===== config.mk =====
export PLATFORM = sky130hd
export DESIGN_NAME = arp_responder_cache_unit_flat
export DESIGN_NICKNAME = d
export VERILOG_FILES = /design/src/rtl/arc_pkg.sv /design/src/rtl/arc_in_if.sv /design/src/rtl/arc_out_if.sv /design/src/rtl/arc_ram.sv /design/src/rtl/arc_cfg.sv /design/src/rtl/arc_ctrl.sv /design/src/rtl/arc_dp.sv /design/src/rtl/arp_responder_cache_unit.sv /design/src/flat_wrapper.sv
export SDC_FILE = /design/constraint.sdc
export NUM_CORES = 2
export LEC_CHECK = 0
export BUFFER_PORTS_ARGS = -buffer_cell sky130_fd_sc_hd__buf_2
export CORE_ASPECT_RATIO = 0.9
export CORE_UTILIZATION = 55
export DETAILED_ROUTE_END_ITERATION = 10
export GPL_TIMING_DRIVEN = 0
export HOLD_SLACK_MARGIN = 0.15
export PLACE_DENSITY = 0.77
export SYNTH_ARGS = -nofsm -noshare
export SYNTH_HDL_FRONTEND = slang
export SYNTH_SLANG_ARGS = --single-unit
export TNS_END_PERCENT = 10

===== constraint.sdc =====
create_clock -name i_clk -period 37.8 [get_ports i_clk]
set_input_delay 3.78 -clock i_clk [delete_from_list [all_inputs] [get_ports i_clk]]
set_output_delay 3.78 -clock i_clk [all_outputs]
set_load 0.01 [all_outputs]

===== src/rtl/arc_pkg.sv =====
`timescale 1ns / 1ps
`default_nettype none

package arc_pkg;

    // Field widths; the MAC and IP widths are fixed by the ARP packet format
    localparam int MAC_W  = 48;
    localparam int IP_W   = 32;
    localparam int LIFE_W = 16;
    localparam int LEN_W  = 11;

    // Configuration port
    localparam int CFG_ADDR_W = 5;
    localparam int CFG_DATA_W = 64;

    localparam logic [1:0] REG_OWN_IP    = 2'd0;
    localparam logic [1:0] REG_OWN_MAC   = 2'd1;
    localparam logic [1:0] REG_FULL_LIFE = 2'd2;

    localparam logic [LIFE_W-1:0] FULL_LIFE_RESET = 16'd300;

    // Item kinds
    localparam logic ACT_PACKET = 1'b0;
    localparam logic ACT_LOOKUP = 1'b1;

    // ARP header checks
    localparam logic [LEN_W-1:0] MIN_PKT_LEN = 11'd28;
    localparam logic [15:0]      HW_TYPE_ETH = 16'h0001;
    localparam logic [15:0]      PROTO_IPV4  = 16'h0800;
    localparam logic [7:0]       HW_LEN_ETH  = 8'd6;
    localparam logic [7:0]       PROTO_LEN_V4 = 8'd4;
    localparam logic [15:0]      OP_REQUEST  = 16'd1;
    localparam logic [15:0]      OP_REPLY    = 16'd2;

    typedef enum logic [1:0] {
        S_IDLE,
        S_SCAN,
        S_DRAIN,
        S_DONE
    } t_state;

    typedef struct packed {
        logic              action;
        logic [LEN_W-1:0]  arp_len;
        logic [15:0]       hw_type;
        logic [15:0]       proto_type;
        logic [7:0]        hw_len;
        logic [7:0]        proto_len;
        logic [15:0]       opcode;
        logic [MAC_W-1:0]  sender_mac;
        logic [IP_W-1:0]   sender_ip;
        logic [IP_W-1:0]   target_ip;
        logic [IP_W-1:0]   lookup_ip;
    } t_item;

    typedef struct packed {
        logic              ok;
        logic              send_reply;
        logic [MAC_W-1:0]  reply_mac;
        logic [IP_W-1:0]   reply_ip;
        logic [MAC_W-1:0]  found_mac;
    } t_result;

    typedef struct packed {
        logic              resolved;
        logic [IP_W-1:0]   ip;
        logic [MAC_W-1:0]  mac;
        logic [LIFE_W-1:0] lifetime;
    } t_entry;

    localparam int ENTRY_W = $bits(t_entry);

    typedef struct packed {
        logic [IP_W-1:0]   own_ip;
        logic [MAC_W-1:0]  own_mac;
        logic [LIFE_W-1:0] full_lifetime;
    } t_cfg;

    // Controller to datapath
    typedef struct packed {
        logic load;
        logic rd_issue;
        logic finish;
    } t_cmd;

    // Datapath to controller
    typedef struct packed {
        logic needs_scan;
        logic last_issue;
        logic out_free;
    } t_sts;

endpackage

`default_nettype wire


===== src/rtl/arc_in_if.sv =====
`timescale 1ns / 1ps
`default_nettype none

interface arc_in_if;
    import arc_pkg::*;

    logic              valid;
    logic              ready;
    logic              action;
    logic [LEN_W-1:0]  arp_len;
    logic [15:0]       hw_type;
    logic [15:0]       proto_type;
    logic [7:0]        hw_len;
    logic [7:0]        proto_len;
    logic [15:0]       opcode;
    logic [MAC_W-1:0]  sender_mac;
    logic [IP_W-1:0]   sender_ip;
    logic [IP_W-1:0]   target_ip;
    logic [IP_W-1:0]   lookup_ip;

    modport source (
        output valid, action, arp_len, hw_type, proto_type, hw_len, proto_len,
               opcode, sender_mac, sender_ip, target_ip, lookup_ip,
        input  ready
    );

    modport sink (
        input  valid, action, arp_len, hw_type, proto_type, hw_len, proto_len,
               opcode, sender_mac, sender_ip, target_ip, lookup_ip,
        output ready
    );
endinterface

`default_nettype wire


===== src/rtl/arc_out_if.sv =====
`timescale 1ns / 1ps
`default_nettype none

interface arc_out_if;
    import arc_pkg::*;

    logic              valid;
    logic              ready;
    logic              ok;
    logic              send_reply;
    logic [MAC_W-1:0]  reply_mac;
    logic [IP_W-1:0]   reply_ip;
    logic [MAC_W-1:0]  found_mac;

    modport source (
        output valid, ok, send_reply, reply_mac, reply_ip, found_mac,
        input  ready
    );

    modport sink (
        input  valid, ok, send_reply, reply_mac, reply_ip, found_mac,
        output ready
    );
endinterface

`default_nettype wire


===== src/rtl/arc_ram.sv =====
`timescale 1ns / 1ps
`default_nettype none

module arc_ram #(
    parameter int WIDTH = 8,
    parameter int DEPTH = 8,
    localparam int AW   = (DEPTH > 1) ? $clog2(DEPTH) : 1
) (
    input  wire logic             i_clk,
    input  wire logic             i_we,
    input  wire logic [AW-1:0]    i_waddr,
    input  wire logic [WIDTH-1:0] i_wdata,
    input  wire logic             i_re,
    input  wire logic [AW-1:0]    i_raddr,
    output logic      [WIDTH-1:0] o_rdata
);

    logic [WIDTH-1:0] r_mem [DEPTH];
    logic [WIDTH-1:0] r_rdata;

    // Write port
    always_ff @(posedge i_clk) begin
        if (i_we) begin
            r_mem[i_waddr] <= i_wdata;
        end
    end

    // Registered read port
    always_ff @(posedge i_clk) begin
        if (i_re) begin
            r_rdata <= r_mem[i_raddr];
        end
    end

    assign o_rdata = r_rdata;

endmodule

`default_nettype wire


===== src/rtl/arc_cfg.sv =====
`timescale 1ns / 1ps
`default_nettype none

module arc_cfg
    import arc_pkg::*;
(
    input  wire logic                  i_clk,
    input  wire logic                  i_rst_n,
    input  wire logic                  psel,
    input  wire logic                  penable,
    input  wire logic                  pwrite,
    input  wire logic [CFG_ADDR_W-1:0] paddr,
    input  wire logic [CFG_DATA_W-1:0] pwdata,
    output logic      [CFG_DATA_W-1:0] prdata,
    output logic                       pready,
    output t_cfg                       o_cfg
);

    t_cfg       r_cfg;
    logic       w_wr;
    logic [1:0] w_idx;

    assign pready = 1'b1;
    assign w_wr   = psel && penable && pwrite;
    assign w_idx  = paddr[CFG_ADDR_W-1:3];

    // Write registers in the access phase
    always_ff @(posedge i_clk) begin
        if (!i_rst_n) begin
            r_cfg.own_ip        <= '0;
            r_cfg.own_mac       <= '0;
            r_cfg.full_lifetime <= FULL_LIFE_RESET;
        end else if (w_wr) begin
            unique case (w_idx)
                REG_OWN_IP:    r_cfg.own_ip        <= pwdata[IP_W-1:0];
                REG_OWN_MAC:   r_cfg.own_mac       <= pwdata[MAC_W-1:0];
                REG_FULL_LIFE: r_cfg.full_lifetime <= pwdata[LIFE_W-1:0];
                default:       ;
            endcase
        end
    end

    // Read back
    always_comb begin
        unique case (w_idx)
            REG_OWN_IP:    prdata = {{(CFG_DATA_W-IP_W){1'b0}}, r_cfg.own_ip};
            REG_OWN_MAC:   prdata = {{(CFG_DATA_W-MAC_W){1'b0}}, r_cfg.own_mac};
            REG_FULL_LIFE: prdata = {{(CFG_DATA_W-LIFE_W){1'b0}}, r_cfg.full_lifetime};
            default:       prdata = '0;
        endcase
    end

    assign o_cfg = r_cfg;

endmodule

`default_nettype wire


===== src/rtl/arc_ctrl.sv =====
`timescale 1ns / 1ps
`default_nettype none

module arc_ctrl
    import arc_pkg::*;
(
    input  wire logic i_clk,
    input  wire logic i_rst_n,
    input  wire logic i_in_valid,
    output logic      o_in_ready,
    input  t_sts      i_sts,
    output t_cmd      o_cmd
);

    t_state r_state;
    t_state n_state;
    logic   w_accept;

    assign o_in_ready = (r_state == S_IDLE);
    assign w_accept   = i_in_valid && o_in_ready;

    // State register
    always_ff @(posedge i_clk) begin
        if (!i_rst_n) begin
            r_state <= S_IDLE;
        end else begin
            r_state <= n_state;
        end
    end

    // Next state and commands
    always_comb begin
        n_state = r_state;
        o_cmd   = '0;
        unique case (r_state)
            S_IDLE: begin
                if (w_accept) begin
                    o_cmd.load = 1'b1;
                    n_state    = i_sts.needs_scan ? S_SCAN : S_DONE;
                end
            end
            S_SCAN: begin
                o_cmd.rd_issue = 1'b1;
                if (i_sts.last_issue) begin
                    n_state = S_DRAIN;
                end
            end
            S_DRAIN: begin
                n_state = S_DONE;
            end
            S_DONE: begin
                if (i_sts.out_free) begin
                    o_cmd.finish = 1'b1;
                    n_state      = S_IDLE;
                end
            end
            default: n_state = S_IDLE;
        endcase
    end

`ifndef SYNTH
    a_reject_skips_scan: assert property (@(posedge i_clk) disable iff (!i_rst_n)
        (w_accept && !i_sts.needs_scan) |=> (r_state == S_DONE))
        else $error("rejected packet entered the table scan");

    a_scan_ends: assert property (@(posedge i_clk) disable iff (!i_rst_n)
        (r_state == S_SCAN && i_sts.last_issue) |=> (r_state == S_DRAIN))
        else $error("scan did not stop after the last entry");
`endif

endmodule

`default_nettype wire


===== src/rtl/arc_dp.sv =====
`timescale 1ns / 1ps
`default_nettype none

module arc_dp
    import arc_pkg::*;
#(
    parameter int ENTRIES = 8,
    localparam int AW     = (ENTRIES > 1) ? $clog2(ENTRIES) : 1
) (
    input  wire logic i_clk,
    input  wire logic i_rst_n,
    input  t_cmd      i_cmd,
    output t_sts      o_sts,
    input  t_item     i_item,
    input  t_cfg      i_cfg,
    input  wire logic i_out_ready,
    output logic      o_out_valid,
    output t_result   o_result
);

    t_item               r_item;
    logic                r_pkt_ok;
    logic [AW-1:0]       r_cnt;
    logic                r_rd_vld;
    logic [AW-1:0]       r_rd_idx;
    logic [ENTRIES-1:0]  r_valid;
    logic                r_found;
    logic [AW-1:0]       r_match_idx;
    logic                r_match_res;
    logic [MAC_W-1:0]    r_match_mac;
    logic                r_min_ok;
    logic [AW-1:0]       r_min_idx;
    logic [LIFE_W-1:0]   r_best;
    logic                r_out_vld;
    t_result             r_out;

    logic                w_pkt_ok;
    logic [ENTRY_W-1:0]  w_rdata;
    t_entry              w_ent;
    logic [IP_W-1:0]     w_key_ip;
    logic                w_we;
    logic [AW-1:0]       w_waddr;
    t_entry              w_wdata;
    t_result             w_res;

    // Header checks of an incoming packet
    assign w_pkt_ok = (i_item.arp_len >= MIN_PKT_LEN)
                   && (i_item.hw_type == HW_TYPE_ETH)
                   && (i_item.proto_type == PROTO_IPV4)
                   && (i_item.hw_len == HW_LEN_ETH)
                   && (i_item.proto_len == PROTO_LEN_V4)
                   && (i_item.target_ip == i_cfg.own_ip)
                   && ((i_item.opcode == OP_REQUEST) || (i_item.opcode == OP_REPLY));

    assign o_sts.needs_scan = (i_item.action == ACT_LOOKUP) || w_pkt_ok;
    assign o_sts.last_issue = (r_cnt == AW'(ENTRIES - 1));
    assign o_sts.out_free   = !r_out_vld || i_out_ready;

    // Cache table, one entry read per cycle during the scan
    arc_ram #(
        .WIDTH (ENTRY_W),
        .DEPTH (ENTRIES)
    ) u_table (
        .i_clk   (i_clk),
        .i_we    (w_we),
        .i_waddr (w_waddr),
        .i_wdata (w_wdata),
        .i_re    (i_cmd.rd_issue),
        .i_raddr (r_cnt),
        .o_rdata (w_rdata)
    );

    // An entry never written reads as empty
    assign w_ent    = r_valid[r_rd_idx] ? t_entry'(w_rdata) : t_entry'('0);
    assign w_key_ip = (r_item.action == ACT_LOOKUP) ? r_item.lookup_ip : r_item.sender_ip;

    // Capture the item and step the read address
    always_ff @(posedge i_clk) begin
        if (!i_rst_n) begin
            r_cnt    <= '0;
            r_rd_vld <= 1'b0;
        end else begin
            r_rd_vld <= i_cmd.rd_issue;
            if (i_cmd.load) begin
                r_cnt <= '0;
            end else if (i_cmd.rd_issue) begin
                r_cnt <= r_cnt + 1'b1;
            end
        end
    end

    always_ff @(posedge i_clk) begin
        if (i_cmd.load) begin
            r_item   <= i_item;
            r_pkt_ok <= w_pkt_ok;
        end
        if (i_cmd.rd_issue) begin
            r_rd_idx <= r_cnt;
        end
    end

    // Track first IP match and smallest lifetime below full
    always_ff @(posedge i_clk) begin
        if (!i_rst_n) begin
            r_found  <= 1'b0;
            r_min_ok <= 1'b0;
        end else if (i_cmd.load) begin
            r_found  <= 1'b0;
            r_min_ok <= 1'b0;
        end else if (r_rd_vld) begin
            if (!r_found && (w_ent.ip == w_key_ip)) begin
                r_found <= 1'b1;
            end
            if (w_ent.lifetime < r_best) begin
                r_min_ok <= 1'b1;
            end
        end
    end

    always_ff @(posedge i_clk) begin
        if (i_cmd.load) begin
            r_best <= i_cfg.full_lifetime;
        end else if (r_rd_vld) begin
            if (!r_found && (w_ent.ip == w_key_ip)) begin
                r_match_idx <= r_rd_idx;
                r_match_res <= w_ent.resolved;
                r_match_mac <= w_ent.mac;
            end
            if (w_ent.lifetime < r_best) begin
                r_best    <= w_ent.lifetime;
                r_min_idx <= r_rd_idx;
            end
        end
    end

    // Form the table update and the result
    always_comb begin
        w_we              = 1'b0;
        w_waddr           = r_found ? r_match_idx : r_min_idx;
        w_wdata.resolved  = 1'b1;
        w_wdata.ip        = w_key_ip;
        w_wdata.mac       = r_item.sender_mac;
        w_wdata.lifetime  = i_cfg.full_lifetime;
        w_res             = '0;
        if (r_item.action == ACT_LOOKUP) begin
            if (r_found && r_match_res) begin
                w_we          = i_cmd.finish;
                w_wdata.mac   = r_match_mac;
                w_res.ok      = 1'b1;
                w_res.found_mac = r_match_mac;
            end
        end else if (r_pkt_ok) begin
            w_we     = i_cmd.finish && (r_found || r_min_ok);
            w_res.ok = 1'b1;
            if (r_item.opcode == OP_REQUEST) begin
                w_res.send_reply = 1'b1;
                w_res.reply_mac  = r_item.sender_mac;
                w_res.reply_ip   = r_item.sender_ip;
            end
        end
    end

    // Mark written entries valid
    always_ff @(posedge i_clk) begin
        if (!i_rst_n) begin
            r_valid <= '0;
        end else if (w_we) begin
            r_valid[w_waddr] <= 1'b1;
        end
    end

    // Output register: hold the item until taken
    always_ff @(posedge i_clk) begin
        if (!i_rst_n) begin
            r_out_vld <= 1'b0;
        end else if (i_cmd.finish) begin
            r_out_vld <= 1'b1;
        end else if (i_out_ready) begin
            r_out_vld <= 1'b0;
        end
    end

    always_ff @(posedge i_clk) begin
        if (i_cmd.finish) begin
            r_out <= w_res;
        end
    end

    assign o_out_valid = r_out_vld;
    assign o_result    = r_out;

`ifndef SYNTH
    a_write_on_finish: assert property (@(posedge i_clk) disable iff (!i_rst_n)
        w_we |-> (i_cmd.finish && (r_found || r_min_ok)))
        else $error("table written outside the finish step");

    a_result_from_finish: assert property (@(posedge i_clk) disable iff (!i_rst_n)
        $rose(r_out_vld) |-> $past(i_cmd.finish))
        else $error("result appeared without a finished item");
`endif

endmodule

`default_nettype wire


===== src/rtl/arp_responder_cache_unit.sv =====
// Flow: a packet that fails the header checks goes from acceptance straight to the done step;
//   any other item first scans the cache table and passes a drain step. The result is registered
//   once the done step finds the output free. A new item is accepted only after the last one has
//   finished; the scan reads the cache table through its one read port at one entry per cycle.
// Reset: synchronous, active low; registers return to their defaults and the per-entry
//   valid bits clear the cache at once, with no clearing pass.
`timescale 1ns / 1ps
`default_nettype none

module arp_responder_cache_unit
    import arc_pkg::*;
#(
    parameter int TABLE_ENTRIES = 8
) (
    input  wire logic                  i_clk,
    input  wire logic                  i_rst_n,
    arc_in_if.sink                     i_in,
    arc_out_if.source                  o_out,
    input  wire logic                  psel,
    input  wire logic                  penable,
    input  wire logic                  pwrite,
    input  wire logic [CFG_ADDR_W-1:0] paddr,
    input  wire logic [CFG_DATA_W-1:0] pwdata,
    output logic      [CFG_DATA_W-1:0] prdata,
    output logic                       pready
);

    t_cfg    w_cfg;
    t_cmd    w_cmd;
    t_sts    w_sts;
    t_item   w_item;
    t_result w_result;
    logic    w_out_valid;
    logic    w_in_ready;

    // Gather the input payload
    assign w_item.action        = i_in.action;
    assign w_item.arp_len       = i_in.arp_len;
    assign w_item.hw_type       = i_in.hw_type;
    assign w_item.proto_type    = i_in.proto_type;
    assign w_item.hw_len        = i_in.hw_len;
    assign w_item.proto_len     = i_in.proto_len;
    assign w_item.opcode        = i_in.opcode;
    assign w_item.sender_mac    = i_in.sender_mac;
    assign w_item.sender_ip     = i_in.sender_ip;
    assign w_item.target_ip     = i_in.target_ip;
    assign w_item.lookup_ip     = i_in.lookup_ip;
    assign i_in.ready           = w_in_ready;

    arc_cfg u_cfg (
        .i_clk   (i_clk),
        .i_rst_n (i_rst_n),
        .psel    (psel),
        .penable (penable),
        .pwrite  (pwrite),
        .paddr   (paddr),
        .pwdata  (pwdata),
        .prdata  (prdata),
        .pready  (pready),
        .o_cfg   (w_cfg)
    );

    arc_ctrl u_ctrl (
        .i_clk      (i_clk),
        .i_rst_n    (i_rst_n),
        .i_in_valid (i_in.valid),
        .o_in_ready (w_in_ready),
        .i_sts      (w_sts),
        .o_cmd      (w_cmd)
    );

    arc_dp #(
        .ENTRIES (TABLE_ENTRIES)
    ) u_dp (
        .i_clk       (i_clk),
        .i_rst_n     (i_rst_n),
        .i_cmd       (w_cmd),
        .o_sts       (w_sts),
        .i_item      (w_item),
        .i_cfg       (w_cfg),
        .i_out_ready (o_out.ready),
        .o_out_valid (w_out_valid),
        .o_result    (w_result)
    );

    // Drive the result channel
    assign o_out.valid      = w_out_valid;
    assign o_out.ok         = w_result.ok;
    assign o_out.send_reply = w_result.send_reply;
    assign o_out.reply_mac  = w_result.reply_mac;
    assign o_out.reply_ip   = w_result.reply_ip;
    assign o_out.found_mac  = w_result.found_mac;

endmodule

`default_nettype wire

===== src/flat_wrapper.sv =====
// flat-port wrapper written by rule: the top's interface ports become plain ports
module arp_responder_cache_unit_flat import arc_pkg::*;
#(
    parameter int TABLE_ENTRIES = 8
)
  (i_clk, i_rst_n, psel, penable, pwrite, paddr, pwdata, prdata, pready, i_in_valid, i_in_action, i_in_arp_len, i_in_hw_type, i_in_proto_type, i_in_hw_len, i_in_proto_len, i_in_opcode, i_in_sender_mac, i_in_sender_ip, i_in_target_ip, i_in_lookup_ip, i_in_ready, o_out_valid, o_out_ok, o_out_send_reply, o_out_reply_mac, o_out_reply_ip, o_out_found_mac, o_out_ready);
  arc_in_if i_in_i ();
  arc_out_if o_out_i ();
  input  wire logic i_clk;
  input  wire logic i_rst_n;
  input  wire logic psel;
  input  wire logic penable;
  input  wire logic pwrite;
  input  wire logic [CFG_ADDR_W-1:0] paddr;
  input  wire logic [CFG_DATA_W-1:0] pwdata;
  output logic      [CFG_DATA_W-1:0] prdata;
  output logic pready;
  input wire logic [$bits(i_in_i.valid)-1:0] i_in_valid;
  input wire logic [$bits(i_in_i.action)-1:0] i_in_action;
  input wire logic [$bits(i_in_i.arp_len)-1:0] i_in_arp_len;
  input wire logic [$bits(i_in_i.hw_type)-1:0] i_in_hw_type;
  input wire logic [$bits(i_in_i.proto_type)-1:0] i_in_proto_type;
  input wire logic [$bits(i_in_i.hw_len)-1:0] i_in_hw_len;
  input wire logic [$bits(i_in_i.proto_len)-1:0] i_in_proto_len;
  input wire logic [$bits(i_in_i.opcode)-1:0] i_in_opcode;
  input wire logic [$bits(i_in_i.sender_mac)-1:0] i_in_sender_mac;
  input wire logic [$bits(i_in_i.sender_ip)-1:0] i_in_sender_ip;
  input wire logic [$bits(i_in_i.target_ip)-1:0] i_in_target_ip;
  input wire logic [$bits(i_in_i.lookup_ip)-1:0] i_in_lookup_ip;
  output wire logic [$bits(i_in_i.ready)-1:0] i_in_ready;
  output wire logic [$bits(o_out_i.valid)-1:0] o_out_valid;
  output wire logic [$bits(o_out_i.ok)-1:0] o_out_ok;
  output wire logic [$bits(o_out_i.send_reply)-1:0] o_out_send_reply;
  output wire logic [$bits(o_out_i.reply_mac)-1:0] o_out_reply_mac;
  output wire logic [$bits(o_out_i.reply_ip)-1:0] o_out_reply_ip;
  output wire logic [$bits(o_out_i.found_mac)-1:0] o_out_found_mac;
  input wire logic [$bits(o_out_i.ready)-1:0] o_out_ready;
  assign i_in_i.valid = i_in_valid;
  assign i_in_i.action = i_in_action;
  assign i_in_i.arp_len = i_in_arp_len;
  assign i_in_i.hw_type = i_in_hw_type;
  assign i_in_i.proto_type = i_in_proto_type;
  assign i_in_i.hw_len = i_in_hw_len;
  assign i_in_i.proto_len = i_in_proto_len;
  assign i_in_i.opcode = i_in_opcode;
  assign i_in_i.sender_mac = i_in_sender_mac;
  assign i_in_i.sender_ip = i_in_sender_ip;
  assign i_in_i.target_ip = i_in_target_ip;
  assign i_in_i.lookup_ip = i_in_lookup_ip;
  assign i_in_ready = i_in_i.ready;
  assign o_out_valid = o_out_i.valid;
  assign o_out_ok = o_out_i.ok;
  assign o_out_send_reply = o_out_i.send_reply;
  assign o_out_reply_mac = o_out_i.reply_mac;
  assign o_out_reply_ip = o_out_i.reply_ip;
  assign o_out_found_mac = o_out_i.found_mac;
  assign o_out_i.ready = o_out_ready;
  arp_responder_cache_unit #(.TABLE_ENTRIES(TABLE_ENTRIES)) u_core (.i_clk(i_clk), .i_rst_n(i_rst_n), .i_in(i_in_i), .o_out(o_out_i), .psel(psel), .penable(penable), .pwrite(pwrite), .paddr(paddr), .pwdata(pwdata), .prdata(prdata), .pready(pready));
endmodule

Word-level counts from Yosys, hierarchy flattened
Memories as Yosys holds them, arrays and structs flattened. A register that Yosys moved wholly into a read port is not among the register bits.
Index checks and enable logic that the tools add are counted.
Storage, ports and cells
  input port bits: 296
  ROM bits: 0
  memory bits (writable): 768
  register bits: 544
  bits in latches: 0
  memories: 1
Memories
  u_core.u_dp.u_table.r_mem: words 8, bits a word 96, rd ports 1, clocked after memory_dff 1, write ports 1, RTL line arc_ram.sv:18  | logic [WIDTH-1:0] r_mem [DEPTH];
Operators by class
  muxes and demuxes: 34
  $add $sub $neg: 1
  equal/unequal tests: 18
  $mul: 0
  reductions and logical operators: 37
  order comparisons: 5
  bitwise operators: 5
  divide/modulo/power cells: 0
  shifts and indexed selects: 0
Operator list (number)
  $pmux 48 s3: 1
  $mux 48: 2
  $mux 96: 1
  $mux 82: 1
  $mux 81: 1
  $eq 32x32->1: 2
  $eq 16x1->1 const B: 3
  $mux 16: 3
  $mux 32: 1
  $eq 16x12->1 const B: 1
  $eq 16x2->1 const B: 1
  $eq 8x3->1 const B: 2
  $lt 16x16->1: 1
  $mux 1: 16
  $reduce_and 2->1: 7
  $logic_and 1x1->1: 13
  $ge 11x5->1 const B: 1
  $reduce_and 3->1: 3
  $lt 3x4->1 const B: 2
  $mux 2: 4
  $or 8x8->8: 1
  $pmux 2 s4: 1
  $eq 2x2->1 const B: 3
  $reduce_bool 2->1: 3
  other kinds (15): 26

Longest topological paths before layout
  depth after elaboration: 11
  mapped depth: 13
  depth with buffers taken out: 11

Modules after synthesis
A second synthesis with hierarchy kept.
Unflattened totals
  cell total of the unflattened synthesis: 2726
  area total of the unflattened synthesis: 51305.5 um2
Modules (own cells, without submodules)
  arc_ram: instances 1, cells an instance 1232, sequential area each 26215.1 um2, area an instance 32093.3 um2
  arc_dp: instances 1, cells an instance 971, sequential area each 10329.9 um2, area an instance 14557.7 um2
  arc_cfg: instances 1, cells an instance 501, sequential area each 1921.8 um2, area an instance 4459.3 um2
  arc_ctrl: instances 1, cells an instance 22, sequential area each 40.0 um2, area an instance 195.2 um2

Worst setup path after synthesis
OpenSTA, ideal clock, no wires.
  path type: input to register
  start point: input o_out_ready
  end point: memory u_core.u_dp.u_table.r_mem[4][0] in the netlist's numbering (enable)
  arrival time: 14.419 ns
  slack: 22.828 ns
  buffers on the path: 0
  stages on the path: 5
  path through: nor2b_1 nor2b_1 and2_1 nand2_1 nor2_1
RTL lines
  from (decl): RTL line flat_wrapper.sv:37  | input wire logic [$bits(o_out_i.ready)-1:0] o_out_ready;
  to (decl): RTL line arc_ram.sv:18

Worst setup path after layout
  start point: input paddr[4]
  end point: output prdata[5]
Between the ends
  longest elaborated chain between the ends: 2
  elaborated cells between the ends (all ways): 4
  classes of those cells: eq/ne: 2; mux: 1; reduce/logical: 1
Ends and longest elaborated chain
  from (decl): RTL line flat_wrapper.sv:14  | input wire logic [CFG_ADDR_W-1:0] paddr;
  $eq 2x2->1 (tied with other cells): RTL line arc_cfg.sv:45  | unique case (w_idx)
  $pmux 48 s3 *: RTL line arc_cfg.sv:45
  to (decl): RTL line flat_wrapper.sv:16  | output logic [CFG_DATA_W-1:0] prdata;
Mark *: on every way between the ends. The rest lies on a longest branch, timed or not.

==> impl_metrics.yaml <==
placed_design:
  io_buffer_count: 453
  dp_slack_ps: 28260
  hpwl_um: 80200
  placed_area_mm2: 0.0554
  finalWeightedCongestion: 0.942
  dp.cells: 4518
synthesis:
  ys_types: 59
  synth.ff_latch_count: 1311
  synth_area_per_cell_um2: 18.2
  yosysWarnings: 0
  synth_cells: 2773
  synth_ff_type: "edfxtp_1"
  synth.yosys.seq_area_share_pct: 75.8
  synthMuxAreaShare_pct: 12.5
  synth-compound-area-share_pct: 2.89
  synth-edff-count: 1198
  syn_area_mm2: 0.0505
  synth_simple_gate_area_share_pct: 5.94
  synth-xor-area-share_pct: 0.573
  synth_top_family_by_area: "multiplexers"
  yosys.area_share.adder_pct: 0.521
  async_flop_share_pct: 0
grt:
  overflow: 0
  grt_max_degree: 63
  gr-usage-all-layers_pct: 26.8
  grt_pass1_vias: 28600
  grt_pass1_wl_um: 181000
  antenna_found_initial: 11
min_path:
  min_path_type: "register to register"
run:
  max_cap_violations: 0
timing:
  drv_slew: 0
  finClkSkew_ps: 26.9
  rsz0062_at_grt: "false"
  post-route-period-util_pct: 25.3
  layout_setup_ws_ps: 28220
  worstMarginPinSlew_ps: 1090
  finalSetupViolCount: 0
  hold_viol: 0
  fmax_mhz: 104
  slew_headroom_pct: 27.3
  period_minus_slack_ps: 9580
  tns_ps: 0
routing:
  first_pass_iters: 6
  drt-total-wl_um: 124000
  drt_iter0_drc: 2623
  wl_per_cell_um: 26.0
  vias: 27900
  ant_nets: 0
  viasPerCell: 5.85
  drcViolationCount: 0
clock_tree:
  cts_setup_buffers: 0
  h-tree-depth: 4
  cts-root-buf: "clkbuf_16"
  postCtsHoldBufs: 0
  clk_pin_slew_ps: 60
  cts_made_buffers: 131
  cts.repair.resized: 0
  worstSkewPairLatency_ps: 730
  cts_tree: "done"
  cts_buffer_depth: 3
  clock_sinks: 1311
pwr:
  p_seq_share_pct: 50.3
  leakagePower_nw: 20.8
  combPwrFrac_pct: 13.2
  power.internal_mw: 2.71
  powerDensity_mw_per_mm2: 59.9
  max-vdd-ir-drop_mv: 0.0358
  switching_power_mw: 0.876
  clkPwrFrac_pct: 36.5
  p_sw_share_pct: 24.5
floorplan:
  num_rows: 105
  dieArea_mm2: 0.0929
  num_io_pins: 493
  die_y_um: 289
  start_util_pct: 55.4
  core_area_mm2: 0.0910
  die_x_um: 321
worst_setup_path:
  critical_path_class: "input pin to output port"
  cp_num_buf_inv: 4
  cp.required_ps: 34020
  end_kind: "output port"
  critPathLaunchType: "input pin"
  crit_top_cell: "buf_2"
  crit_path_max_incr_delay_ps: 710
  cp_slowest_cell: "buf_1"
  crit_fanout: 10
  cp.arrival_ps: 5800
  cpLargestDelayFamily: "buffers and inverters"
  path_cells: "buf_2 > clkbuf_1 > buf_1 > mux2i_1 > o21ai_0 > buf_2"
layout:
  fin_cells: 4764
  final_cell_mix: "1,198 x edfxtp_1, 468 x buf_2, 218 x nand2_1"
  drive_above_1_share_pct: 29.9
  utilization_pct: 65.7
  syn_to_final_growth_pct: 18.5
  final_area_mm2: 0.0598
  nNetsFinal: 3738
  final_common_cell: "edfxtp_1"
  fillers: 6057
outcome:
  status: "completed"
==> final cells by class <==
cell class	count	area [um^2]	share of cell area (%)
sequential	1311	38200	63.9
multi-input combinational	1269	11500	19.2
clock buffer	167	3580	5.99
timing repair buffer	500	3300	5.51
tap	1230	1540	2.57
clock inverter	71	756	1.26
buffer	148	657	1.10
inverter	60	225	0.377
antenna	8	20.0	0.0335
==> power groups by stage <==
stage | Sequential (mW) | Combinational (mW) | Clock, mW
6_report | 1.80 | 0.471 | 1.31
5_1_grt | 1.81 | 0.503 | 1.38
4_1_cts | 1.80 | 0.475 | 1.32
3_5_place_dp | 1.83 | 0.471 | 0
3_3_place_gp | 1.85 | 0.445 | 0
2_1_floorplan | 1.83 | 0.294 | 0
==> synthesized netlist by cell type (3+ instances only) <==
library cell	count	area share, %
dfxtp_1	113	4.5
and2_1	209	2.6
a22oi_1	4	0.060
a22o_1	5	0.087
and3_1	5	0.062
buf_4	19	0.28
nor4_1	23	0.29
a21o_1	52	0.77
clkbuf_1	98	0.73
mux2_2	118	2.6
mux4_2	192	8.6
ha_1	21	0.52
nand4_1	16	0.20
a31o_2	5	0.087
mux2i_1	60	1.2
nor2b_1	6	0.074
nor2_1	67	0.50
a32oi_1	6	0.10
nand2b_1	4	0.050
o22ai_1	11	0.14
a21oi_1	103	1.0
o2111ai_1	3	0.052
inv_1	59	0.44
xnor2_1	23	0.40
nand2_1	218	1.6
o21ai_0	26	0.26
nand3_1	11	0.11
edfxtp_1	1198	71
xor2_1	10	0.17
buf_2	15	0.15
nor4b_1	11	0.19
buf_1	15	0.11
nor3_1	13	0.13
==> cells by family (layout without fill, tap and decap cells) <==
logic type               Yosys count  after routing
flip-flops                      1311           1311
AND/OR/NAND/NOR                  592            592
multiplexers                     373            373
AO/OA/AOI/OAI                    233            233
buffers and inverters            208            946
XOR/XNOR                          33             33
adder cells (fa/ha/maj)           21             21
other                              2             25
==> per-layer routing <==
layer | up-vias | routed length (um) | global-route usage (%)
met5 | - | 49 | 0
met4 | 8 | 4040 | 10.2
met3 | 256 | 10300 | 4.79
met2 | 1539 | 62500 | 45.8
met1 | 14000 | 46900 | 34.5
li1 | 12000 | - | -
==> state kept, by name, summed over array words and instances, names as in the netlist <==
name / cells
u_core.u_dp.u_table.r_mem: 768
u_core.u_dp.o_result: 130
u_core.u_dp.r_item: 129
u_core.u_cfg.o_cfg: 96
u_core.u_dp.u_table.o_rdata: 96
u_core.u_dp.r_match_mac: 48
u_core.u_dp.r_best: 16
u_core.u_dp.r_valid: 8
u_core.u_dp.r_cnt: 3
u_core.u_dp.r_match_idx: 3
u_core.u_dp.r_min_idx: 3
u_core.u_dp.r_rd_idx: 3
u_core.u_ctrl.r_state: 2
u_core.u_dp.o_out_valid: 1
u_core.u_dp.r_found: 1
u_core.u_dp.r_match_res: 1
u_core.u_dp.r_min_ok: 1
u_core.u_dp.r_pkt_ok: 1
u_core.u_dp.r_rd_vld: 1
==> path summary, 6_finish.rpt <==
check / start / cells past startpoint / slack [ps] / end
min reg2reg: u_core.u_cfg.o_cfg[60]$_SDFFE_PN0P_ / 2 / 450 / u_core.u_cfg.o_cfg[60]$_SDFFE_PN0P_
max reg2reg: u_core.u_dp.r_rd_idx[0]$_DFFE_PP_ / 13 / 33470 / u_core.u_dp.r_best[10]$_DFFE_PP_
min: u_core.u_cfg.o_cfg[60]$_SDFFE_PN0P_ / 2 / 450 / u_core.u_cfg.o_cfg[60]$_SDFFE_PN0P_
max: paddr[4] / 6 / 28220 / prdata[5]
==> per-stage QoR <==
step | total power [mW] | hold slack [ps]
floorplan | 2.13 | 432
global placement | 2.30 | 439
detailed placement | 2.30 | 445
CTS | 3.60 | 455
global route | 3.69 | 468
finish | 3.58 | 453
==> worst min-delay path: stages (launching register included) <==
cell,delay (ps)
dfxtp_1,310
nand2_1,50
a21oi_1,50
Note: power is estimated with default switching activity, not from simulation.
